### src/hw/rtl/set_pkg.sv
`default_nettype none

package set_pkg;

    // Line store geometry
    localparam int MAX_WIDTH = 2048;
    localparam int COL_W     = $clog2(MAX_WIDTH);

    // Field and register widths
    localparam int PIX_W      = 8;
    localparam int WIDTH_W    = 12;
    localparam int HEIGHT_W   = 16;
    localparam int THRESH_W   = 11;
    localparam int CFG_DATA_W = 16;
    localparam int CFG_IDX_W  = 2;

    // Register reset values and size floor
    localparam logic [WIDTH_W-1:0]  WIDTH_RST  = 12'd640;
    localparam logic [HEIGHT_W-1:0] HEIGHT_RST = 16'd480;
    localparam logic [THRESH_W-1:0] THRESH_RST = 11'd100;
    localparam int                  MIN_DIM    = 3;

    // Arithmetic widths: |g| <= 4 * 255, so g fits in PIX_W + 3 signed bits
    // and g squared stays below 2^20.
    localparam int GRAD_W = PIX_W + 3;
    localparam int SUM_W  = PIX_W + 2;
    localparam int SQ_W   = 2 * GRAD_W - 2;
    localparam int MAG_W  = 2 * THRESH_W;

    // Result codes
    localparam logic [PIX_W-1:0] EDGE_OFF = 8'd0;
    localparam logic [PIX_W-1:0] EDGE_ON  = 8'd255;

    // Output queue
    localparam int FIFO_DEPTH = 8;
    localparam int FIFO_PTR_W = $clog2(FIFO_DEPTH);
    localparam int FIFO_CNT_W = FIFO_PTR_W + 1;
    localparam int USED_W     = FIFO_CNT_W + 1;
    localparam int CORE_CNT_W = 2;

    typedef enum logic [CFG_IDX_W-1:0] {
        CFG_IMAGE_WIDTH    = 2'd0,
        CFG_IMAGE_HEIGHT   = 2'd1,
        CFG_EDGE_THRESHOLD = 2'd2
    } t_cfg_idx;

    // Control that travels with a pixel after its line store read
    typedef struct packed {
        logic vld;   // pixel in this stage
        logic prod;  // window is complete, a result follows
        logic last;  // last interior pixel of the frame
    } t_s1_ctl;

    typedef struct packed {
        logic [PIX_W-1:0] edge_value;
        logic             frame_last;
    } t_res;

endpackage

`default_nettype wire

### src/hw/rtl/set_sobel_core.sv
`default_nettype none

// Window, gradients, squares, threshold compare. Never stalls: the caller
// admits a pixel only when the output queue has room for it.
module set_sobel_core import set_pkg::*; (
    input  logic                  i_clk,
    input  logic                  i_rst_n,
    input  t_s1_ctl               i_s1,
    input  logic [PIX_W-1:0]      i_px,
    input  logic [PIX_W-1:0]      i_top,
    input  logic [PIX_W-1:0]      i_mid,
    input  logic [THRESH_W-1:0]   i_thresh,
    output logic                  o_push,
    output t_res                  o_res,
    output logic [CORE_CNT_W-1:0] o_inflight
);

    localparam int SQF_W = 2 * GRAD_W;

    // [row][col], col 0 oldest; row 0 is the top line
    logic [PIX_W-1:0] r_win [3][3];

    logic r_s2_prod, r_s2_last;
    logic r_s3_prod, r_s3_last;
    logic r_s4_prod, r_s4_last;

    logic signed [GRAD_W-1:0] r_gx, r_gy;
    logic [SQ_W-1:0]          r_sqx, r_sqy;
    logic [MAG_W-1:0]         r_th_sq;

    logic [SUM_W-1:0]         w_gx_pos, w_gx_neg, w_gy_pos, w_gy_neg;
    logic signed [GRAD_W-1:0] n_gx, n_gy;
    logic signed [SQF_W-1:0]  w_sqx_full, w_sqy_full;
    logic [MAG_W-1:0]         w_mag;

    always_ff @(posedge i_clk) begin
        if (i_s1.vld) begin
            for (int j = 0; j < 3; j++) begin
                r_win[j][0] <= r_win[j][1];
                r_win[j][1] <= r_win[j][2];
            end
            r_win[0][2] <= i_top;
            r_win[1][2] <= i_mid;
            r_win[2][2] <= i_px;
        end
    end

    always_comb begin
        w_gx_pos = SUM_W'(r_win[0][2]) + {1'b0, r_win[1][2], 1'b0} + SUM_W'(r_win[2][2]);
        w_gx_neg = SUM_W'(r_win[0][0]) + {1'b0, r_win[1][0], 1'b0} + SUM_W'(r_win[2][0]);
        w_gy_pos = SUM_W'(r_win[2][0]) + {1'b0, r_win[2][1], 1'b0} + SUM_W'(r_win[2][2]);
        w_gy_neg = SUM_W'(r_win[0][0]) + {1'b0, r_win[0][1], 1'b0} + SUM_W'(r_win[0][2]);
        n_gx     = $signed({1'b0, w_gx_pos}) - $signed({1'b0, w_gx_neg});
        n_gy     = $signed({1'b0, w_gy_pos}) - $signed({1'b0, w_gy_neg});
    end

    assign w_sqx_full = SQF_W'(r_gx) * SQF_W'(r_gx);
    assign w_sqy_full = SQF_W'(r_gy) * SQF_W'(r_gy);

    always_ff @(posedge i_clk) begin
        r_gx    <= n_gx;
        r_gy    <= n_gy;
        r_sqx   <= w_sqx_full[SQ_W-1:0];
        r_sqy   <= w_sqy_full[SQ_W-1:0];
        r_th_sq <= MAG_W'(i_thresh) * MAG_W'(i_thresh);
        r_s2_last <= i_s1.last;
        r_s3_last <= r_s2_last;
        r_s4_last <= r_s3_last;
    end

    always_ff @(posedge i_clk) begin
        if (!i_rst_n) begin
            r_s2_prod <= 1'b0;
            r_s3_prod <= 1'b0;
            r_s4_prod <= 1'b0;
        end else begin
            r_s2_prod <= i_s1.vld & i_s1.prod;
            r_s3_prod <= r_s2_prod;
            r_s4_prod <= r_s3_prod;
        end
    end

    assign w_mag            = MAG_W'(r_sqx) + MAG_W'(r_sqy);
    assign o_push           = r_s4_prod;
    assign o_res.edge_value = (w_mag < r_th_sq) ? EDGE_OFF : EDGE_ON;
    assign o_res.frame_last = r_s4_last;
    assign o_inflight       = CORE_CNT_W'(r_s2_prod) + CORE_CNT_W'(r_s3_prod)
                            + CORE_CNT_W'(r_s4_prod);

endmodule

`default_nettype wire

### config.mk
export PLATFORM = sky130hd
export DESIGN_NAME = set_sobel_core
export DESIGN_NICKNAME = d
export VERILOG_FILES = /design/src/hw/rtl/set_pkg.sv /design/src/hw/rtl/set_sobel_core.sv
export SDC_FILE = /design/constraint.sdc
export NUM_CORES = 1
export LEC_CHECK = 0
export BUFFER_PORTS_ARGS = -buffer_cell sky130_fd_sc_hd__buf_2
export CORE_ASPECT_RATIO = 0.8
export CORE_MARGIN = 2
export CORE_UTILIZATION = 50
export CTS_CLUSTER_DIAMETER = 50
export DETAILED_ROUTE_END_ITERATION = 12
export PLACE_DENSITY_LB_ADDON = 0.05
export REMOVE_ABC_BUFFERS = 1
export SKIP_LAST_GASP = 1
export SLEW_MARGIN = 10
export SYNTH_ARGS = -nofsm -noshare
export SYNTH_HDL_FRONTEND = slang
export SYNTH_SLANG_ARGS = --single-unit
### constraint.sdc
create_clock -name i_clk -period 4.7 [get_ports i_clk]
set_input_delay 0.235 -clock i_clk [delete_from_list [all_inputs] [get_ports i_clk]]
set_output_delay 0.235 -clock i_clk [all_outputs]
set_load 0.01 [all_outputs]
* Yosys cells after proc, flatten, opt, wreduce, memory -nomap -nowiden
Memories as Yosys holds them, arrays and structs flattened.
Cells that the tools add are included.
** Word-level totals
- Register bits after elaboration :: 90
- Memory bits (writable) :: 72
- Bits of input ports :: 40
- Output and inout bits :: 12
- Word-level logic and storage cells :: 33
- Memories kept :: 1
** Memory list
- r_win :: depth 3, width 24, rd ports 3, clocked after Yosys merged registers in 0, write ports 3, RTL line set_sobel_core.sv:21 : logic [PIX_W-1:0] r_win [3][3];
** Cells by class
- $add $sub $neg :: 13
- $mul :: 3
- $lt $le $gt $ge :: 1
- Mux-type cells :: 3
- Bitwise operators :: 1
** Operator list (number)
- 10-bit by 8-bit adder with 10-bit output :: 4
- 8-bit by 9-bit adder with 10-bit output :: 4
- 11-bit by 11-bit multiplier with 20-bit output :: 2
- 21-bit by 22-bit < comparator with 1-bit output :: 1
- 11-bit by 11-bit multiplier with 22-bit output :: 1
- 10-bit by 10-bit subtractor with 11-bit output :: 2
- 20-bit by 20-bit adder with 21-bit output :: 1
- 8-bit two-way mux :: 1
- 1-bit by 1-bit adder with 2-bit output :: 1
- 2-bit by 1-bit adder with 2-bit output :: 1
- 1-bit two-way mux :: 2
- 1-bit bitwise AND :: 1

* Longest topological paths before layout
Gate-level depths: netlist of run 1.
An unclocked memory read counts as a cell.
- Depth in word-level cells :: 4
- Depth in mapped cells :: 21
- Depth with buffers taken out :: 20

* Worst setup path after synthesis of run 1
No wires, ideal clock.
- Path type :: reg-to-reg
- Start point :: reg r_gy[6]
- End point :: reg r_sqy[17]
- Library setup time :: 72 ps
- Arrival :: 4862 ps
- Required time :: 4628 ps
- Slack :: -234 ps
- Stages on the path, launching flop included :: 20
- Buffers on the path :: 1
- Clock period less this slack :: 4934 ps
- Cell sequence :: dfxtp_1 -> clkbuf_1 -> inv_1 -> nor2_1 -> inv_1 -> fa_1 -> fa_1 -> fa_1 -> inv_1 -> fa_1 -> inv_1 -> fa_1 -> inv_1 -> ha_1 -> nor3_2 -> o211ai_1 -> a41oi_2 -> o21bai_1 -> a221oi_2 -> xnor2_1
** On the way
- Cells in the longest elaborated chain, start to end :: 1
** RTL lines
- start: declaration :: RTL line set_sobel_core.sv:27 : logic signed [GRAD_W-1:0] r_gx, r_gy;
- start signal: assignment :: RTL line set_sobel_core.sv:62 : r_gy <= n_gy;
- 11-bit by 11-bit multiplier with 20-bit output :: RTL line set_sobel_core.sv:58 : assign w_sqy_full = SQF_W'(r_gy) * SQF_W'(r_gy);
- via w_sqy_full[17] :: RTL line set_sobel_core.sv:33 : logic signed [SQF_W-1:0] w_sqx_full, w_sqy_full;
- end signal: assignment :: RTL line set_sobel_core.sv:64 : r_sqy <= w_sqy_full[SQ_W-1:0];
- end: declaration :: RTL line set_sobel_core.sv:28 : logic [SQ_W-1:0] r_sqx, r_sqy;
The timed path passes the listed nets, and every way through them passes these cells.
A chain may end at the register's enable or synchronous reset.

* Worst setup path in the final report of run 1
- Start point :: reg r_gy[5]
- End point :: reg r_sqy[19]
The elaborated chain is that of the path after synthesis.

==> qor.csv, run 1 <==
metric,value,unit
Synth Flop Type,dfxtp_1,
#FFs+latches synth,159,
r2r worst-path depth,16,
worst-path maximum fanout,5,
row cnt,62,
Detailed Route WL,36.6,mm
CTS tree,built,
pin count of the biggest net entering global routing,74,
layout cells sized above 1,18.7,%
filler instances,3098,
DRC,0,
initial antenna violation count,0,
first drt pass iteration count,7,
Die Y,176,um
WS Path Type,reg -> reg,
crit share post-route,98.7,%
status,completed,
vias in the first global route,12800,
Overall Global Routing Usage,20.5,%
Post-Syn Area,18400,um^2
Placed Cells incl. Taps,2445,
FF-to-FF End,r_sqy[19]$_DFF_P_,
Wirelength per Cell,14.5,um
Post-synth EDFFs,72,
Die W,219,um
Max Fclk,0.216,GHz
Worst Clk Skew,0.0100,ns
post-route cell area,21900,um^2
P&R area growth vs syn,18.7,%
fin util,60.5,%
post-synthesis cell type count,62,
Clock Path Buffers,2,
Final #Nets,2579,
"Reg clk slew, reported paths",0.07,ns
min-delay worst type,in -> reg,
via/cell ratio,4.81,
global-route congestion overflow total,0,
"Seq/Total Area, Yosys",21.2,%
reg2reg start,r_gy[5]$_DFF_P_,
Tmin final,4.64,ns
total CTS buffers,17,
RD Place Congestion,0.858,
total core area,36100,um^2
DIE AREA,38400,um^2
Setup crit start,r_gy[5]$_DFF_P_,
Detail Route Antenna Nets,0,
Synth Area per Inst,10.3,um^2
normalized max-slew margin,38.7,%
CTS root buffer,clkbuf_16,
worst endpoint data arrival time,4.97,ns
Post-Synthesis Cells,1787,
nature of the critical path endpoint,flip-flop,
"Cell Area, Placed",20400,um^2
"Req. time, crit path",5.03,ns
dpl hpwl,30.9,mm
Yosys warnings,0,
IO Port Bufs,51,
"Cell Count, Final, Fillers Out",2520,
nature of the critical path startpoint,flip-flop,
Final Hold Vio Count,0,
DR iter-0 viols,440,
RSZ-0062 raised after global routing,yes,
Hold WS,0.102,ns
Max Cap Viol,0,
crit path to,r_sqy[19]$_DFF_P_,
post-synthesis async set-or-reset flop share,0,%
Starting Density,51.0,%
endpoints failing setup,0,
final slew viol count,0,
IO Count,52,
H-tree level count,4,
flop2flop setup slack,0.06,ns
Vias,12100,
ant diodes,0,
first-pass GRT wire length,62.0,mm
clock sinks,159,
clock latency at the later pin of the worst-skew pair,0.45,ns
Least-Margin Pin Slew,0.919,ns
## flip-flops by register name, summed over array words and instances, names as in the netlist
name,flops
r_s2_last,1
r_th_sq,21
o_push,1
r_gy,11
r_win,72
r_s4_last,1
r_s2_prod,1
r_s3_prod,1
r_gx,11
r_s3_last,1
r_sqx,19
r_sqy,19
## worst min-delay path by stage
stage,startpoint,to,cells past startpoint
6_report,i_thresh[0],r_th_sq[0]$_DFF_P_,2
5_1_grt,i_thresh[0],r_th_sq[0]$_DFF_P_,2
4_1_cts,i_thresh[0],r_th_sq[0]$_DFF_P_,2
3_5_place_dp,r_s2_last$_DFF_P_,r_s3_last$_DFF_P_,0
3_3_place_gp,r_s2_last$_DFF_P_,r_s3_last$_DFF_P_,0
2_1_floorplan,i_s1[0],r_s2_last$_DFF_P_,0
## metal layers
layer  up-vias  track usage, %  share of wire, %
li1       5988               -                 -
met3        26            3.19               2.9
met1      5984            31.2                52
met2       115            31.3                45
met4         0            3.66              0.85
met5         -               0                 0
## worst max-delay path: stages (launching register included)
cell      delay [ns]
dfxtp_4         0.37
buf_4           0.13
buf_4           0.13
and2_4          0.17
fa_1            0.50
inv_1           0.05
fa_1            0.53
inv_1           0.05
fa_1            0.49
fa_1            0.42
fa_1            0.53
ha_4            0.20
and3_1          0.17
a221o_1         0.32
a21oi_2         0.14
o221ai_1        0.14
xnor2_1         0.15
## cell usage after synthesis (all sizes together) (9+ instances only)
cell type | number | area share, %
a21o | 21 | 0.85
a21oi | 57 | 1.6
a31oi | 14 | 0.47
and2 | 83 | 2.8
and3 | 9 | 0.31
buf | 9 | 0.35
clkbuf | 31 | 0.63
dfxtp | 87 | 9.4
edfxtp | 72 | 12
fa | 313 | 34
ha | 199 | 14
inv | 451 | 9.2
nand2 | 99 | 2.0
nand2b | 10 | 0.34
nor2 | 50 | 1.0
nor2b | 32 | 1.1
nor3 | 14 | 0.41
o21a | 9 | 0.37
o21ai | 34 | 0.94
xnor2 | 86 | 4.1
xor2 | 24 | 1.1
## stage by stage
| stage | worst slack, ns | setup TNS (ns) |
|---|---|---|
| finish | 0.0601 | 0 |
| detailed placement | -0.195 | -1.10 |
| global placement | -0.0871 | -0.458 |
| global route | -0.0925 | -0.417 |
| floorplan | -0.121 | -0.369 |
| CTS | -0.00788 | -0.0194 |
## kinds of logic (layout without fill, tap and decap cells)
family	Yosys count	after routing	share of synthesized area, %
muxes	5	5	0.278
xor gates and xnor gates	110	110	5.22
buffers and inverters	491	744	10.2
and+or+nand+nor	327	327	9.00
AOI/OAI and AO/OA	183	183	6.68
DFF	159	159	21.2
adders and majority gates	512	512	47.5
## cell usage in the layout (no fill, tap or decap), drive strengths merged, types with 9 or more instances in the layout
cell type,instances
a21o,21
a21oi,57
a31oi,14
and2,83
and3,9
buf,234
clkbuf,17
dfxtp,87
dlygate4sd3,27
edfxtp,72
fa,313
ha,199
inv,459
nand2,99
nand2b,10
nor2,50
nor2b,32
nor3,14
o21a,9
o21ai,34
xnor2,86
xor2,24
## layout make-up
type	instances	area (um^2)	area share [%]
Timing Repair Buffer	261	1950	8.89
Sequential cell	159	3960	18.1
Tap cell	480	601	2.74
Inverter	451	1700	7.75
Clock buffer	17	425	1.94
Multi-Input combinational cell	1137	13100	59.7
Clock inverter	15	186	0.852
## timing repair
action	CTS	global route
hold endpoints to repair	27	0
setup endpoints to repair	7	18
pin swaps	14	38
hold buffers	27	0
setup buffers	3	13
gates resized for setup	42	86
Power of run 1 is left out: the tool's default activity adds up to more than one toggle a clock period on the data nets, which glitch-free logic cannot reach.
==> run 2, diff against run 1 <==
Settings changed: ABC_AREA set to 1.
==> qor.csv, run 2 <==
metric,value,unit,change
status,completed,,
via/cell ratio,4.80,,-0.13%
nature of the critical path startpoint,flip-flop,,
Yosys top cell area share,32.0,%,-2.0 points
DIE AREA,40800,um^2,+6.1%
Max Fclk,0.221,GHz,+2.6%
final slew viol count,0,,unchanged
Vias,13800,,+14%
flop2flop setup slack,0.18,ns,+0.12 ns
#FFs+latches synth,159,,unchanged
worst-path maximum fanout,7,,+2
nature of the critical path endpoint,flip-flop,,
Post-synth EDFFs,72,,unchanged
post-synthesis cell type count,44,,-29%
Hold WS,0.0639,ns,-0.0382 ns
Tmin final,4.52,ns,-0.119 ns
Yosys warnings,0,,unchanged
"commonest non-fill, non-tap cell in the layout",inv_1,,
normalized max-slew margin,55.0,%,+16 points
vias in the first global route,13900,,+8.9%
initial antenna violation count,0,,unchanged
Post-Synthesis Cells,2254,,+26%
Synth top cells by count,"inv_1 (630), nand2_1 (446), fa_1 (313), ha_1 (199), a21oi_1 (94)",,
global-route congestion overflow total,0,,unchanged
first-pass GRT wire length,69.1,mm,+12%
CTS tree,built,,
first drt pass iteration count,5,,-2
IO Port Bufs,51,,unchanged
Die Y,181,um,+3.0%
WS Path Type,reg -> reg,,
Detail Route Antenna Nets,0,,unchanged
Yosys top cell by area,fa_1,,
worst endpoint data arrival time,4.91,ns,-0.06 ns
max FFs per register,72,,unchanged
total CTS buffers,17,,unchanged
Detailed Route WL,40.0,mm,+9.3%
Worst Clk Skew,0.0127,ns,+0.00269 ns
row cnt,64,,+3.2%
endpoints failing setup,0,,unchanged
Starting Density,50.9,%,-0.067 points
XOR/XNOR Fraction of Synth Area,3.49,%,-1.7 points
H-tree level count,4,,unchanged
Die W,225,um,+3.0%
layout cells sized above 1,9.17,%,-9.6 points
cell with the most instances after synthesis,inv_1,,
"leading cell types in the layout, fill and taps excluded","inv_1 (628), nand2_1 (441), fa_1 (310)",,
clock sinks,159,,unchanged
Synth Area in Adders,44.7,%,-2.8 points
RSZ-0062 raised after global routing,yes,,
Synth Area in Compound Gates,4.75,%,-1.9 points
biggest regs,"r_win: 72 flops, r_th_sq: 21 flops",,
"Req. time, crit path",5.09,ns,+0.06 ns
RD Place Congestion,0.849,,-1.1%
CTS root buffer,clkbuf_16,,
largest family of logic cells by synthesized area,adder cells,,
crit share post-route,96.2,%,-2.5 points
Final #Nets,2917,,+13%
Synth Area per Inst,8.69,um^2,-16%
pin count of the biggest net entering global routing,42,,-43%
post-synthesis mux area share,0,%,-0.28 points
setup_tns,0,ns,unchanged
Wirelength per Cell,13.9,um,-4.1%
pre-CTS WS,0.0131,ns,+0.208 ns
Overall Global Routing Usage,21.2,%,+0.74 points
"Seq/Total Area, Yosys",19.9,%,-1.2 points
Area contributors post-synth,"fa_1 (32%), ha_1 (13%), inv_1 (12%)",,
min-delay worst type,in -> reg,,
Final WS setup,0.179,ns,+0.119 ns
Synth Flop Type,dfxtp_1,,
simple-gate portion of the synthesized area,14.0,%,+5.0 points
post-synthesis async set-or-reset flop share,0,%,unchanged
P&R area growth vs syn,11.0,%,
ant diodes,0,,unchanged
DRC,0,,unchanged
clock latency at the later pin of the worst-skew pair,0.45,ns,about the same
total core area,38400,um^2,+6.3%
Final Hold Vio Count,0,,unchanged
IO Count,52,,unchanged
DR iter-0 viols,699,,+59%
setup bufs post-CTS,0,,-3
Clock Path Buffers,2,,unchanged
Least-Margin Pin Slew,0.675,ns,-0.244 ns
Post-Syn Area,19600,um^2,+6.2%
dpl hpwl,34.8,mm,+12%
"Reg clk slew, reported paths",0.07,ns,about the same
Max Cap Viol,0,,unchanged
Biggest register,r_win,,
run 2: changes by cell type after synthesis, moves of 12 or more:
cell and change:
a21oi_1 +41, nand3_1 +67, inv_1 +179, nor2_1 +41, a21o_1 -16, a31oi_1 -12
xnor2_1 -67, nand2_1 +347, and2_1 -82, nor2b_1 -31, nand4_1 +13, xor2_1 +35
run 2: path summary, 6_finish.rpt:
check	depth (start not counted)	to	startpoint
worst min register to register	0	r_s4_last$_DFF_P_	r_s3_last$_DFF_P_
worst max register to register	19	r_sqy[19]$_DFF_P_	r_gy[10]$_DFF_P_
worst max-delay path	19	r_sqy[19]$_DFF_P_	r_gy[10]$_DFF_P_
worst min-delay path	1	r_th_sq[0]$_DFF_P_	i_thresh[0]
run 2: layout make-up:
class	instances	area [um^2]
Timing Repair Buffer	136	961
Inverter	631	2370
Clock buffer	17	425
Tap cell	495	619
Clock inverter	15	178
Multi-Input combinational cell	1420	13200
Fill cell	3535	16700
Sequential cell	159	3950
run 2: metrics by stage:
stage	util (%)	cell area, um^2	std cells
after floorplan	-	19400	2210
after global placement	53.8	20700	2814
after detailed placement	53.8	20700	2814
after CTS	56.1	21600	2873
after global routing	56.6	21700	2873
final	56.6	21700	2873
run 2: kinds of logic after synthesis:
kind of cell,after synthesis
AO/OA/AOI/OAI,166
flip-flops,159
AND/OR/NAND/NOR,664
buffers and inverters,675
adder cells (fa/ha/maj),512
XOR/XNOR,78
run 2: per-layer routing:
layer	global-route usage (%)	part of all wire, %	wire length, um
met5	0	0	0
met4	2.91	0.53	212
met3	3.59	5.0	2010
met2	30.6	42	16700
met1	34.1	53	21100
run 2: worst max-delay path: stages (launching register included):
cell	delay (ns)
dfxtp_4	0.37
buf_4	0.15
buf_4	0.16
nand2_1	0.06
inv_1	0.07
fa_1	0.50
inv_1	0.06
fa_1	0.53
inv_1	0.05
fa_1	0.45
fa_1	0.52
fa_1	0.41
ha_1	0.37
nand2_1	0.22
nor2_1	0.08
nand2_1	0.09
nand2_1	0.05
a21oi_1	0.16
nand3_1	0.10
nand2_1	0.07
run 2: repair_timing:
| item | 4_1_cts | 5_1_grt |
|---|---|---|
| hold endpoints to repair | 28 | 0 |
| endpoints found under the setup margin | 1 | 18 |
| gates resized for setup | 1 | 58 |
| hold buffers | 27 | 0 |
| pin swaps | 0 | 3 |
Power of run 2 is left out for the same reason.
