### config.mk
export PLATFORM = sky130hd
export DESIGN_NAME = set_out_fifo_flat
export DESIGN_NICKNAME = d
export VERILOG_FILES = /design/src/hw/rtl/set_pkg.sv /design/src/hw/rtl/set_if.sv /design/src/hw/rtl/set_out_fifo.sv /design/src/flat_wrapper.sv
export SDC_FILE = /design/constraint.sdc
export NUM_CORES = 1
export LEC_CHECK = 0
export BUFFER_PORTS_ARGS = -buffer_cell sky130_fd_sc_hd__buf_2
export CAP_MARGIN = 20
export CORE_ASPECT_RATIO = 0.6
export CORE_MARGIN = 3
export CORE_UTILIZATION = 45
export DETAILED_ROUTE_END_ITERATION = 6
export GPL_TIMING_DRIVEN = 0
export PLACE_DENSITY = 0.69
export SLEW_MARGIN = 20
export SYNTH_ARGS = -nofsm -noshare
export SYNTH_HDL_FRONTEND = slang
export SYNTH_SLANG_ARGS = --single-unit
### constraint.sdc
create_clock -name i_clk -period 2.7 [get_ports i_clk]
set_clock_uncertainty 0.1 [all_clocks]
set_input_delay 0.54 -clock i_clk [delete_from_list [all_inputs] [get_ports i_clk]]
set_output_delay 0.54 -clock i_clk [all_outputs]
set_load 0.1 [all_outputs]
### src/hw/rtl/set_pkg.sv
`default_nettype none

package set_pkg;

    // Line store geometry
    localparam int MAX_WIDTH = 2048;
    localparam int COL_W     = $clog2(MAX_WIDTH);

    // Field and register widths
    localparam int PIX_W      = 8;
    localparam int WIDTH_W    = 12;
    localparam int HEIGHT_W   = 16;
    localparam int THRESH_W   = 11;
    localparam int CFG_DATA_W = 16;
    localparam int CFG_IDX_W  = 2;

    // Register reset values and size floor
    localparam logic [WIDTH_W-1:0]  WIDTH_RST  = 12'd640;
    localparam logic [HEIGHT_W-1:0] HEIGHT_RST = 16'd480;
    localparam logic [THRESH_W-1:0] THRESH_RST = 11'd100;
    localparam int                  MIN_DIM    = 3;

    // Arithmetic widths: |g| <= 4 * 255, so g fits in PIX_W + 3 signed bits
    // and g squared stays below 2^20.
    localparam int GRAD_W = PIX_W + 3;
    localparam int SUM_W  = PIX_W + 2;
    localparam int SQ_W   = 2 * GRAD_W - 2;
    localparam int MAG_W  = 2 * THRESH_W;

    // Result codes
    localparam logic [PIX_W-1:0] EDGE_OFF = 8'd0;
    localparam logic [PIX_W-1:0] EDGE_ON  = 8'd255;

    // Output queue
    localparam int FIFO_DEPTH = 8;
    localparam int FIFO_PTR_W = $clog2(FIFO_DEPTH);
    localparam int FIFO_CNT_W = FIFO_PTR_W + 1;
    localparam int USED_W     = FIFO_CNT_W + 1;
    localparam int CORE_CNT_W = 2;

    typedef enum logic [CFG_IDX_W-1:0] {
        CFG_IMAGE_WIDTH    = 2'd0,
        CFG_IMAGE_HEIGHT   = 2'd1,
        CFG_EDGE_THRESHOLD = 2'd2
    } t_cfg_idx;

    // Control that travels with a pixel after its line store read
    typedef struct packed {
        logic vld;   // pixel in this stage
        logic prod;  // window is complete, a result follows
        logic last;  // last interior pixel of the frame
    } t_s1_ctl;

    typedef struct packed {
        logic [PIX_W-1:0] edge_value;
        logic             frame_last;
    } t_res;

endpackage

`default_nettype wire

### src/hw/rtl/set_if.sv
`default_nettype none


interface set_res_if import set_pkg::*; ();
    logic             valid;
    logic             ready;
    logic [PIX_W-1:0] edge_value;
    logic             frame_last;

    modport source (output valid, output edge_value, output frame_last, input ready);
    modport sink   (input valid, input edge_value, input frame_last, output ready);
endinterface


`default_nettype wire

### src/hw/rtl/set_out_fifo.sv
`default_nettype none

// Result queue between the compute pipeline and the output channel.
module set_out_fifo import set_pkg::*; (
    input  logic                  i_clk,
    input  logic                  i_rst_n,
    input  logic                  i_push,
    input  t_res                  i_data,
    output logic [FIFO_CNT_W-1:0] o_count,
    set_res_if.source             o_res
);

    t_res                  r_fifo [FIFO_DEPTH];
    logic [FIFO_PTR_W-1:0] r_wr_ptr, r_rd_ptr;
    logic [FIFO_CNT_W-1:0] r_count;
    logic                  w_pop;

    assign w_pop = o_res.valid && o_res.ready;

    always_ff @(posedge i_clk) begin
        if (i_push) begin
            r_fifo[r_wr_ptr] <= i_data;
        end
    end

    always_ff @(posedge i_clk) begin
        if (!i_rst_n) begin
            r_wr_ptr <= '0;
            r_rd_ptr <= '0;
            r_count  <= '0;
        end else begin
            if (i_push) begin
                r_wr_ptr <= r_wr_ptr + 1'b1;
            end
            if (w_pop) begin
                r_rd_ptr <= r_rd_ptr + 1'b1;
            end
            r_count <= r_count + FIFO_CNT_W'(i_push) - FIFO_CNT_W'(w_pop);
        end
    end

    assign o_res.valid      = (r_count != '0);
    assign o_res.edge_value = r_fifo[r_rd_ptr].edge_value;
    assign o_res.frame_last = r_fifo[r_rd_ptr].frame_last;
    assign o_count          = r_count;

endmodule

`default_nettype wire

### src/flat_wrapper.sv
// flat-port wrapper written by rule: the top's interface ports become plain ports
module set_out_fifo_flat import set_pkg::*;
  (i_clk, i_rst_n, i_push, i_data, o_count, o_res_valid, o_res_edge_value, o_res_frame_last, o_res_ready);
  set_res_if o_res_i ();
  input  logic i_clk;
  input  logic i_rst_n;
  input  logic i_push;
  input  t_res i_data;
  output logic [FIFO_CNT_W-1:0] o_count;
  output wire logic [$bits(o_res_i.valid)-1:0] o_res_valid;
  output wire logic [$bits(o_res_i.edge_value)-1:0] o_res_edge_value;
  output wire logic [$bits(o_res_i.frame_last)-1:0] o_res_frame_last;
  input wire logic [$bits(o_res_i.ready)-1:0] o_res_ready;
  assign o_res_valid = o_res_i.valid;
  assign o_res_edge_value = o_res_i.edge_value;
  assign o_res_frame_last = o_res_i.frame_last;
  assign o_res_i.ready = o_res_ready;
  set_out_fifo u_core (.i_clk(i_clk), .i_rst_n(i_rst_n), .i_push(i_push), .i_data(i_data), .o_count(o_count), .o_res(o_res_i));
endmodule
======== Word-level counts from Yosys, hierarchy flattened ========
Memory sizes are Yosys's and may differ from the RTL's. A register that Yosys moved wholly into a read port is not among the register bits.
Cells that the tools add are included.
storage, ports and cells
  bits in registers ....................... 10
  bits in writable memories ............... 72
  output and inout port bits .............. 14
  logic and storage cells ................. 14
  memories kept ........................... 1
memories
  memory         words  bits a word  read ports  clocked after Yosys merged registers in  wr ports  RTL line            text
  u_core.r_fifo  8      9            1           1                                        1         set_out_fifo.sv:13  t_res r_fifo [FIFO_DEPTH];
operators by class
  add/subtract/negate cells ............... 4
  muxes and demuxes ....................... 4
  reduce and logical (&&, ||, !) cells .... 2
operator list
  operator               count
  $add A3 B1 Y3 const B  2
  $mux W3                2
  $add A4 B1 Y4          1
  $reduce_bool A4 Y1     1
  $sub A4 B1 Y4          1
  $mux W1                2
  $logic_and A1 B1 Y1    1

======== Logic depth before layout (Yosys ltp) ========
Gate-level depths: netlist of run 1.
  depth in word-level cells ............... 4
  gate-level depth with buffers ........... 10
  gate-level depth less buffers ........... 10

======== Least setup slack after synthesis of run 1 ========
No wires, ideal clock.
  kind .................................... reg-to-reg
  start point ............................. reg u_core.r_count[2] (netlist: u_core.o_count[2])
  end point ............................... reg u_core.r_count[3] (netlist: u_core.o_count[3])
  setup time .............................. 72 ps
  data arrival time ....................... 3276 ps
  path slack .............................. -748 ps
  cell stages (with the launch flop) ...... 10
  path buffers ............................ 0
  period minus slack after synthesis ...... 3448 ps
  path through ............................ dfxtp_1 > inv_1 > ha_1 > or3b_2 > nand2_1 > or2_2 > ha_1 > a21o_1 > a21oi_1 > mux2i_1
on the way
  word-level cells in the longest chain between the ends .. 3
  elaborated cells between the ends (all ways) .. 4
ends and longest elaborated chain
  element                 RTL line            text
  start, declared         set_out_fifo.sv:15  logic [FIFO_CNT_W-1:0] r_count;
  start signal, assigned  set_out_fifo.sv:38  r_count <= r_count + FIFO_CNT_W'(i_push) - FIFO_CNT_W'(w_pop);
  $reduce_bool A4 Y1      set_out_fifo.sv:42  assign o_res.valid = (r_count != '0);
  net o_res_valid         flat_wrapper.sv:10  output wire logic [$bits(o_res_i.valid)-1:0] o_res_valid;
  $logic_and A1 B1 Y1     set_out_fifo.sv:18  assign w_pop = o_res.valid && o_res.ready;
  $sub A4 B1 Y4           set_out_fifo.sv:38
The timed path passes the listed nets, and every way through them passes these cells.
A chain may end at the register's enable or synchronous reset.

==> key figures, run 1 <==
Run status
  • Status: completed

Timing
  • Tcrit/Tclk final: 96.6%
  • Setup violators final: 0
  • Fmax: 0.384 GHz
  • Final-report max-slew violation count: 0
  • RSZ-0062 raised after global routing: false
  • Slew at the pin closest to its max-slew limit: 1.02 ns
  • Max-slew headroom: 31.6%
  • Final min period: 2.61 ns
  • Sum Neg Setup Slack: 0 ns
  • Hold Violations, Final: 0

Pwr
  • Sw Share: 35.5%
  • Comb power frac: 32.5%
  • Sequential share of power: 39.3%
  • Lkg Pwr: 1.47 nW
  • NetSw: 0.00140 W
  • Overall Power: 0.00395 W
  • Cell-internal power: 0.00254 W
  • Pwr dens: 959 nW/um^2
  • Clock power share: 28.2%
  • Peak VDD IR: 0.000499 V

Worst setup path
  • CP endpoint: o_res_edge_value[6]
  • Worst R2R Setup Slack: 0.44 ns
  • Crit path DAT: 1.97 ns
  • RR Startpoint: u_core.o_count[2]
  • CP cell instances: buf_6, buf_12, mux4_1, mux2_2, buf_6
  • Worst path slowest cell: mux4_1
  • Crit path buffers/inverters: 3
  • Crit path kind: register to output pin
  • CP Capture Type: output pin
  • Instance count on the critical path: 5
  • CP most frequent cell: buf_6
  • CP max FO: 10
  • Critical Path RT: 2.06 ns
  • Worst-case reg-to-reg path depth: 9
  • CP top delay family: multiplexers
  • RR Endpoint: u_core.o_count[3]
  • Critical path's largest stage delay: 0.57 ns
  • Startpoint Class: register

Yosys
  • Ys Warns: 0
  • Seq/Total Area, Yosys: 70.2%
  • Syn Nets: 196
  • EDFF count, synth: 72
  • Mapped Area: 3450 sq um
  • Syn_area_per_cell: 19.6 sq um
  • Gate count of the mapped netlist: 176
  • FFs w/ async S/R, synth: 0%
  • Top FF cell, synth: edfxtp_1
  • Synth Register Bits: 85
  • Synth cell types: 26

Floorplan
  • DIE HEIGHT: 73.8 um
  • I/O pins: 27
  • # rows: 24
  • Initial core utilization: 46.9%
  • Core Box Area: 7360 sq um
  • Die W: 119 um
  • Die Area: 8780 sq um

Detailed routing
  • Iter 0 DRT Violations: 85
  • Number of iterations in the first detailed-routing pass: 4
  • DRC: 0
  • DR WL/cell: 18.5 um
  • DRT Wirelength: 6040 um
  • Final ANT Viol Nets: 0
  • Avg Vias per Cell: 5.05
  • Vias: 1646

GRT
  • Grt ovf: 0
  • GRT Total Usage: 15.5%
  • Vias in the first global route: 1643
  • Largest net degree at the start of global routing: 16
  • First-pass GRT wire length: 9500 um
  • Antenna violations before repair: 0

Cells and area
  • Nets: 237
  • Area Growth Syn to Fin: 19.3%
  • Inserted Diodes: 0
  • Share of layout cells above drive strength 1: 31.1%

Clock network
  • H-tree depth: 3
  • CTS Buf Count: 9
  • CTS root buf: clkbuf_16
  • CTS sink count: 85
  • Clock transition at the registers of the reported paths: 0.06 ns
  • Clock Latency Late Sink: 0.33 ns
  • CTS tree: done
  • Cts hold-fix bufs: 0
  • Clock tree buffer depth: 2

Placed design
  • DP Wirelength: 3950 um
  • Gpl congestion: 0.678
  • Port Buf Inserts: 26

Run
  • Maxcap violations: 0

Hold path
  • Worst min path class: register to register
worst min-delay path: cells and delay by family, from the launching register on:
kind,cells,cell delay [ns]
flops,1,0.30
mux,1,0.06
simple gates,1,0.07
worst min-delay path by stage:
stage | start | end | cells after the start
after floorplan | u_core.r_rd_ptr[2] | register | 2
after global placement | u_core.r_rd_ptr[2] | u_core.r_rd_ptr[2] | 2
after detailed placement | u_core.r_rd_ptr[2] | register | 2
after CTS | i_data[0] | u_core.r_fifo[6][0] | 1
after global routing | i_data[4] | u_core.r_fifo[3][4] | 1
final | u_core.r_rd_ptr[2] | register | 2
routing by layer:
metal / vias to the layer above / wire length [um] / GRT usage [%]
met5: - / 0 / 0
met2: 25 / 2680 / 22.6
li1: 788 / - / -
met1: 827 / 3080 / 21.2
met4: 0 / 67 / 5.01
met3: 6 / 207 / 6.54
power groups by stage:
stage,sequential [W],clock (W),combinational [W]
5_1_grt,0.00156,0.00121,0.00136
3_5_place_dp,0.00158,0,0.00119
3_3_place_gp,0.00157,0,0.00118
6_report,0.00155,0.00111,0.00128
2_1_floorplan,0.00173,0,0.000848
4_1_cts,0.00155,0.00115,0.00125
per-stage QoR:
step	hold slack, ns	util [%]	std cells	cell area, sq um	setup slack, ns
2_1_floorplan	0.356	-	176	3460	0.0299
3_3_place_gp	0.363	50.6	306	3720	0.0692
5_1_grt	0.374	55.9	326	4110	0.00165
4_1_cts	0.361	55.2	322	4060	0.00252
6_report	0.367	55.9	326	4110	0.0925
3_5_place_dp	0.371	50.9	307	3740	0.0346
placed cells by master, fill, tap and decap left out, types with 3 or more instances in the layout:
cell and count:
edfxtp_1 72, mux4_1 18, ha_1 6, buf_4 4
nor2_1 7, dfxtp_1 8, and2_1 4, mux2i_1 9
clkbuf_16 9, inv_1 4, nand2_1 8, clkinvlp_4 3
buf_6 10, nand2b_1 6, buf_2 18, mux2_2 9
dfxtp_2 3
cell type report:
| cell class | instances | area, sq um |
|---|---|---|
| multi-input cells | 81 | 978 |
| flip-flops and latches | 85 | 2430 |
| fillers | 577 | 3240 |
| clock buffers | 9 | 225 |
| well taps | 104 | 130 |
| inverters | 4 | 15.0 |
| repair buffers | 31 | 236 |
| plain buffers | 5 | 43.8 |
| clock inverters | 7 | 50.0 |
cells by family (layout without fill, tap and decap cells):
kind of cell | Yosys count | in the layout | synth area share, %
xor gates and xnor gates | 3 | 3 | 0.762
muxes | 36 | 36 | 19.3
DFF | 85 | 85 | 70.2
AOI/OAI and AO/OA | 2 | 2 | 0.363
and+or+nand+nor | 33 | 33 | 4.79
buffers and inverters | 10 | 56 | 1.81
adders and majority gates | 7 | 7 | 2.76
registers in the layout, indices dropped and copies added (netlist names), named ones only:
name,count
u_core.o_count,4
u_core.r_fifo,72
u_core.r_rd_ptr,3
u_core.r_wr_ptr,3
Yosys cell counts, drive strengths merged, types with 4 or more instances:
cell type / number / area, sq um
edfxtp: 72 / 2160
mux4: 18 / 473
buf: 4 / 40.0
nor2: 7 / 26.3
mux2: 9 / 101
nand2: 9 / 33.8
nand2b: 6 / 37.5
and2: 4 / 25.0
mux2i: 9 / 90.1
ha: 6 / 75.1
inv: 4 / 15.0
dfxtp: 13 / 260
repair_timing:
| item | in CTS | in global routing |
|---|---|---|
| setup endpoints to repair | 9 | 9 |
| endpoints found under the hold margin | 0 | 0 |
| gates resized for setup | 16 | 3 |
| setup buffers | 0 | 4 |
No activity file was read; power rests on OpenSTA's default activity.
==> run 2, diff against run 1 <==
--- a/config.mk
+++ b/config.mk
@@ -5,13 +5,15 @@
 export SDC_FILE = /design/constraint.sdc
 export NUM_CORES = 1
 export LEC_CHECK = 0
+export ABC_CLOCK_PERIOD_IN_PS = 2700
 export BUFFER_PORTS_ARGS = -buffer_cell sky130_fd_sc_hd__buf_2
 export CAP_MARGIN = 20
 export CORE_ASPECT_RATIO = 0.6
 export CORE_MARGIN = 3
 export CORE_UTILIZATION = 45
+export CTS_CLUSTER_DIAMETER = 40
 export DETAILED_ROUTE_END_ITERATION = 6
-export GPL_TIMING_DRIVEN = 0
+export GPL_TIMING_DRIVEN = 1
 export PLACE_DENSITY = 0.69
 export SLEW_MARGIN = 20
 export SYNTH_ARGS = -nofsm -noshare
==> run 2 against run 1 <==
Against the previous run:
- utilization fell by 0.44 points
- first-iteration DRC count rose by 9.4%
- final cell count rose by 0.31%
- worst setup slack got worse by 0.037 ns
- largest cell class unchanged
- global-route usage fell by 0.55 points
- sequential power barely moved
- register-to-register slack improved by 0.03 ns
- critical endpoint is now o_res_edge_value[3]
- sequential cell count did not move
==> key figures, run 2 (synthesis gave the netlist of run 1 again) <==
Worst setup path
  • RR Endpoint: u_core.o_count[3]
  • CP max FO: 18
  • Worst R2R Setup Slack: 0.47 ns
  • Crit path kind: register to output pin
  • Worst-case reg-to-reg path depth: 9
  • Startpoint Class: register
  • RR Startpoint: u_core.o_count[2]
  • Crit path DAT: 2.00 ns
  • CP Capture Type: output pin
  • CP endpoint: o_res_edge_value[3]
  • Critical Path RT: 2.06 ns

Floorplan
  • # rows: 24
  • Die W: 119 um
  • DIE HEIGHT: 73.8 um
  • Die Area: 8780 sq um
  • I/O pins: 27
  • Core Box Area: 7360 sq um
  • Initial core utilization: 46.9%

Clock network
  • CTS Buf Count: 9
  • Clock transition at the registers of the reported paths: 0.06 ns
  • H-tree depth: 3
  • CTS tree: done
  • Clock Latency Late Sink: 0.33 ns
  • CTS sink count: 85
  • Cts hold-fix bufs: 0
  • Setup repair bufs after CTS: 0
  • Clock tree buffer depth: 2
  • Post-cts repair resize count: 0
  • CTS root buf: clkbuf_16

GRT
  • Grt met2 use: 20.2%
  • Grt met3 use: 5.92%
  • Peak-usage layer in the global routing report: met1
  • GRT Total Usage: 14.9%
  • Global Route met1 Usage: 21.8%
  • Vias in the first global route: 1653
  • Grt ovf: 0
  • First-pass GRT wire length: 9230 um
  • Largest net degree at the start of global routing: 19
  • Antenna violations before repair: 0

Timing
  • Final min period: 2.64 ns
  • Fmax: 0.378 GHz
  • Hold Violations, Final: 0
  • Max-slew headroom: 63.7%
  • Slew at the pin closest to its max-slew limit: 0.544 ns
  • Final-report max-slew violation count: 0
  • Sum Neg Setup Slack: 0 ns
  • RSZ-0062 raised after global routing: false
  • Tcrit/Tclk final: 97.9%
  • Setup violators final: 0

Placed design
  • DP Wirelength: 3800 um
  • Port Buf Inserts: 26
  • Gpl congestion: 0.747

Cells and area
  • Most flop-heavy register: u_core.r_fifo
  • Core Util, Final: 55.5%
  • Nets: 238
  • Multi-input gate area: 968 sq um
  • Most frequent cells in the layout: edfxtp_1 (72), mux4_1 (18), buf_2 (18)
  • Share of layout cells above drive strength 1: 30.5%
  • Inserted Diodes: 0
  • Max FFs per register: 72
  • Filler cells: 575
  • Area Growth Syn to Fin: 18.3%
  • Most common cell after layout, fill and taps aside: edfxtp_1
  • Sequential Area: 2430 sq um

Run
  • Maxcap violations: 0

Detailed routing
  • Final ANT Viol Nets: 0
  • Number of iterations in the first detailed-routing pass: 4
  • DRC: 0
  • Avg Vias per Cell: 5.01
  • Iter 0 DRT Violations: 93
  • DRT Wirelength: 5790 um
  • Vias: 1637
  • DR WL/cell: 17.7 um

Pwr
  • Peak VDD IR: 0.000630 V
  • Lkg Pwr: 1.48 nW
  • Pwr dens: 955 nW/um^2

Hold path
  • Worst min path class: primary input to register

Run status
  • Status: completed
## run 2: how the worst min path moves through the flow
stage / startpoint / to / cells past startpoint
floorplan: u_core.r_rd_ptr[2] / register / 2
global placement: u_core.r_rd_ptr[2] / u_core.r_rd_ptr[2] / 2
detailed placement: u_core.r_rd_ptr[2] / u_core.r_rd_ptr[2] / 2
global route: i_data[8] / u_core.r_fifo[6][8] / 1
finish: i_data[4] / u_core.r_fifo[3][4] / 1
CTS: i_data[4] / u_core.r_fifo[1][4] / 1
## run 2: area by class of cell
type / instances / share of cell area (%)
Clock inverter: 3 / 0.460
Sequential cell: 85 / 59.6
Tap cell: 104 / 3.19
Timing Repair Buffer: 37 / 6.01
Inverter: 4 / 0.368
Multi-Input combinational cell: 81 / 23.7
Clock buffer: 13 / 6.62
## run 2: critical path, cell delays in order (launching register included)
cell      delay (ns)
dfxtp_1         0.35
buf_12          0.18
mux4_1          0.56
mux2_2          0.29
clkbuf_4        0.28
## run 2: through the flow
step / power [W] / hold slack, ns / instances / setup WS [ns] / area [sq um]
global placement: 0.00275 / 0.364 / 311 / 0.400 / 3770
finish: 0.00390 / 0.373 / 327 / 0.0557 / 4080
detailed placement: 0.00276 / 0.384 / 311 / 0.388 / 3770
global route: 0.00407 / 0.374 / 327 / 0.000727 / 4080
floorplan: 0.00258 / 0.356 / 176 / 0.0299 / 3460
CTS: 0.00391 / 0.364 / 327 / 0.0180 / 4060
## run 2: metal layers
layer | wire length [um] | share of wire [%] | vias up
li1 | - | - | 788
met1 | 2930 | 51 | 808
met2 | 2420 | 42 | 32
met3 | 348 | 6.0 | 9
met4 | 90 | 1.6 | 0
met5 | 0 | 0 | -
## run 2: where the power goes
| part | internal (W) | total [W] | switching, W |
|---|---|---|---|
| registers | 0.00151 | 0.00157 | 0.0000635 |
| clock network | 0.000696 | 0.00115 | 0.000453 |
| logic | 0.000350 | 0.00118 | 0.000827 |
==> run 3, diff against run 2 <==
--- a/config.mk
+++ b/config.mk
@@ -14,7 +14,7 @@
 export CTS_CLUSTER_DIAMETER = 40
 export DETAILED_ROUTE_END_ITERATION = 6
 export GPL_TIMING_DRIVEN = 1
-export PLACE_DENSITY = 0.69
+export PLACE_DENSITY = 0.62
 export SLEW_MARGIN = 20
 export SYNTH_ARGS = -nofsm -noshare
 export SYNTH_HDL_FRONTEND = slang
==> run 3 against run 2 <==
Against the previous run:
- first-iteration DRC count shrank 3.2%
- global-route usage barely moved
- utilization about the same
- die area did not move
- routed wire length increased by 3.0%
- worst setup slack worse by 0.0080 ns
- sequential share of layout area barely moved
- power up 1.5%
- final cell count shrank 0.31%
- critical path depth stayed put
- combinational power barely moved
- hold slack improved by 0.0021 ns
==> key figures, run 3 (synthesis gave the netlist of run 1 again) <==
Clock network
  • CTS root buf: clkbuf_16
  • Clock Latency Late Sink: 0.33 ns
  • CTS tree: done
  • Clock transition at the registers of the reported paths: 0.06 ns
  • CTS sink count: 85
  • H-tree depth: 3
  • Clock tree buffer depth: 2
  • CTS Buf Count: 9
  • Cts hold-fix bufs: 0
  • Setup repair bufs after CTS: 0

Floorplan
  • Initial core utilization: 46.9%
  • I/O pins: 27
  • Core Box Area: 7360 sq um
  • Die W: 119 um
  • # rows: 24
  • DIE HEIGHT: 73.8 um
  • Die Area: 8780 sq um

Worst setup path
  • CP max FO: 18
  • Critical path's largest stage delay: 0.57 ns
  • CP cell instances: buf_12, mux4_1, mux2_2, buf_2
  • Critical Path RT: 2.06 ns
  • Crit path kind: register to output pin
  • Crit path buffers/inverters: 2
  • CP top delay family: multiplexers
  • CP Capture Type: output pin
  • Worst path slowest cell: mux4_1
  • Crit path DAT: 2.01 ns
  • Startpoint Class: register

Pwr
  • Pwr dens: 969 nW/um^2
  • Lkg Pwr: 1.46 nW
  • Peak VDD IR: 0.000448 V

Cells and area
  • Inserted Diodes: 0
  • Max FFs per register: 72
  • Nets: 237
  • Area Growth Syn to Fin: 18.3%
  • Core Util, Final: 55.4%
  • Most common cell after layout, fill and taps aside: edfxtp_1
  • Most frequent cells in the layout: edfxtp_1 (72), buf_2 (20), mux4_1 (18)
  • Most flop-heavy register: u_core.r_fifo
  • Share of layout cells above drive strength 1: 30.2%
  • Post-Layout Cell Count: 326

Timing
  • Slew at the pin closest to its max-slew limit: 0.576 ns
  • Fmax: 0.377 GHz
  • Final min period: 2.65 ns
  • Tcrit/Tclk final: 98.2%
  • Final-report max-slew violation count: 0
  • Max-slew headroom: 61.6%
  • Hold Violations, Final: 0
  • Setup violators final: 0

Detailed routing
  • DR WL/cell: 18.3 um
  • DRT Wirelength: 5970 um
  • Iter 0 DRT Violations: 90
  • Avg Vias per Cell: 5.15
  • Final ANT Viol Nets: 0
  • DRC: 0
  • Number of iterations in the first detailed-routing pass: 4
  • Vias: 1678

GRT
  • Largest net degree at the start of global routing: 19
  • GRT Total Usage: 15.0%
  • Grt ovf: 0
  • Vias in the first global route: 1760
  • First-pass GRT wire length: 9390 um
  • Antenna violations before repair: 0

Placed design
  • Port Buf Inserts: 26
  • Cells after DPL: 310
  • DP Wirelength: 3960 um
  • Gpl congestion: 0.710

Hold path
  • Worst min path class: primary input to register

Run
  • Maxcap violations: 0

Run status
  • Status: completed
## run 3: path summary, 6_finish.rpt
check                     startpoint                  end  slack, ns  cells past startpoint
setup / recovery            register  o_res_edge_value[5]       0.05                      4
hold / removal             i_data[8]  u_core.r_fifo[0][8]       0.37                      1
setup reg to reg   u_core.o_count[2]    u_core.o_count[3]       0.44                      9
hold reg to reg   u_core.r_rd_ptr[2]             register       0.41                      2
## run 3: power by group
part	switching, W	internal [W]
logic	0.000840	0.000349
registers	0.0000644	0.00150
clock network	0.000478	0.000719
## run 3: layer usage
metal	up-vias	share of wire (%)	routed length, um	GRT usage (%)
li1	787	-	-	-
met1	855	46	2720	18.9
met2	30	49	2940	25.2
met3	6	4.3	254	4.77
met4	0	0.82	49	4.62
met5	-	0	0	0
## run 3: per-stage QoR
stage / power, W / setup WS, ns / area (sq um) / hold slack [ns] / TNS, ns
after floorplan: 0.00258 / 0.0299 / 3460 / 0.356 / 0
after global placement: 0.00273 / 0.412 / 3760 / 0.365 / 0
after detailed placement: 0.00278 / 0.378 / 3760 / 0.390 / 0
after CTS: 0.00398 / 0.0195 / 4060 / 0.372 / 0
after global routing: 0.00412 / -0.000288 / 4080 / 0.383 / -0.000288
final: 0.00395 / 0.0477 / 4080 / 0.375 / 0
## run 3: layout make-up
type / count / area, sq um
Inverter: 4 / 15.0
Clock inverter: 7 / 75.1
Multi-Input combinational cell: 81 / 968
Fill cell: 569 / 3280
Sequential cell: 85 / 2430
Clock buffer: 9 / 225
Timing Repair Buffer: 36 / 233
Tap cell: 104 / 130
## run 3: timing repair
action                     CTS  global route
hold endpoints to repair     0             0
setup endpoints to repair    0             6
resized for setup            0             7
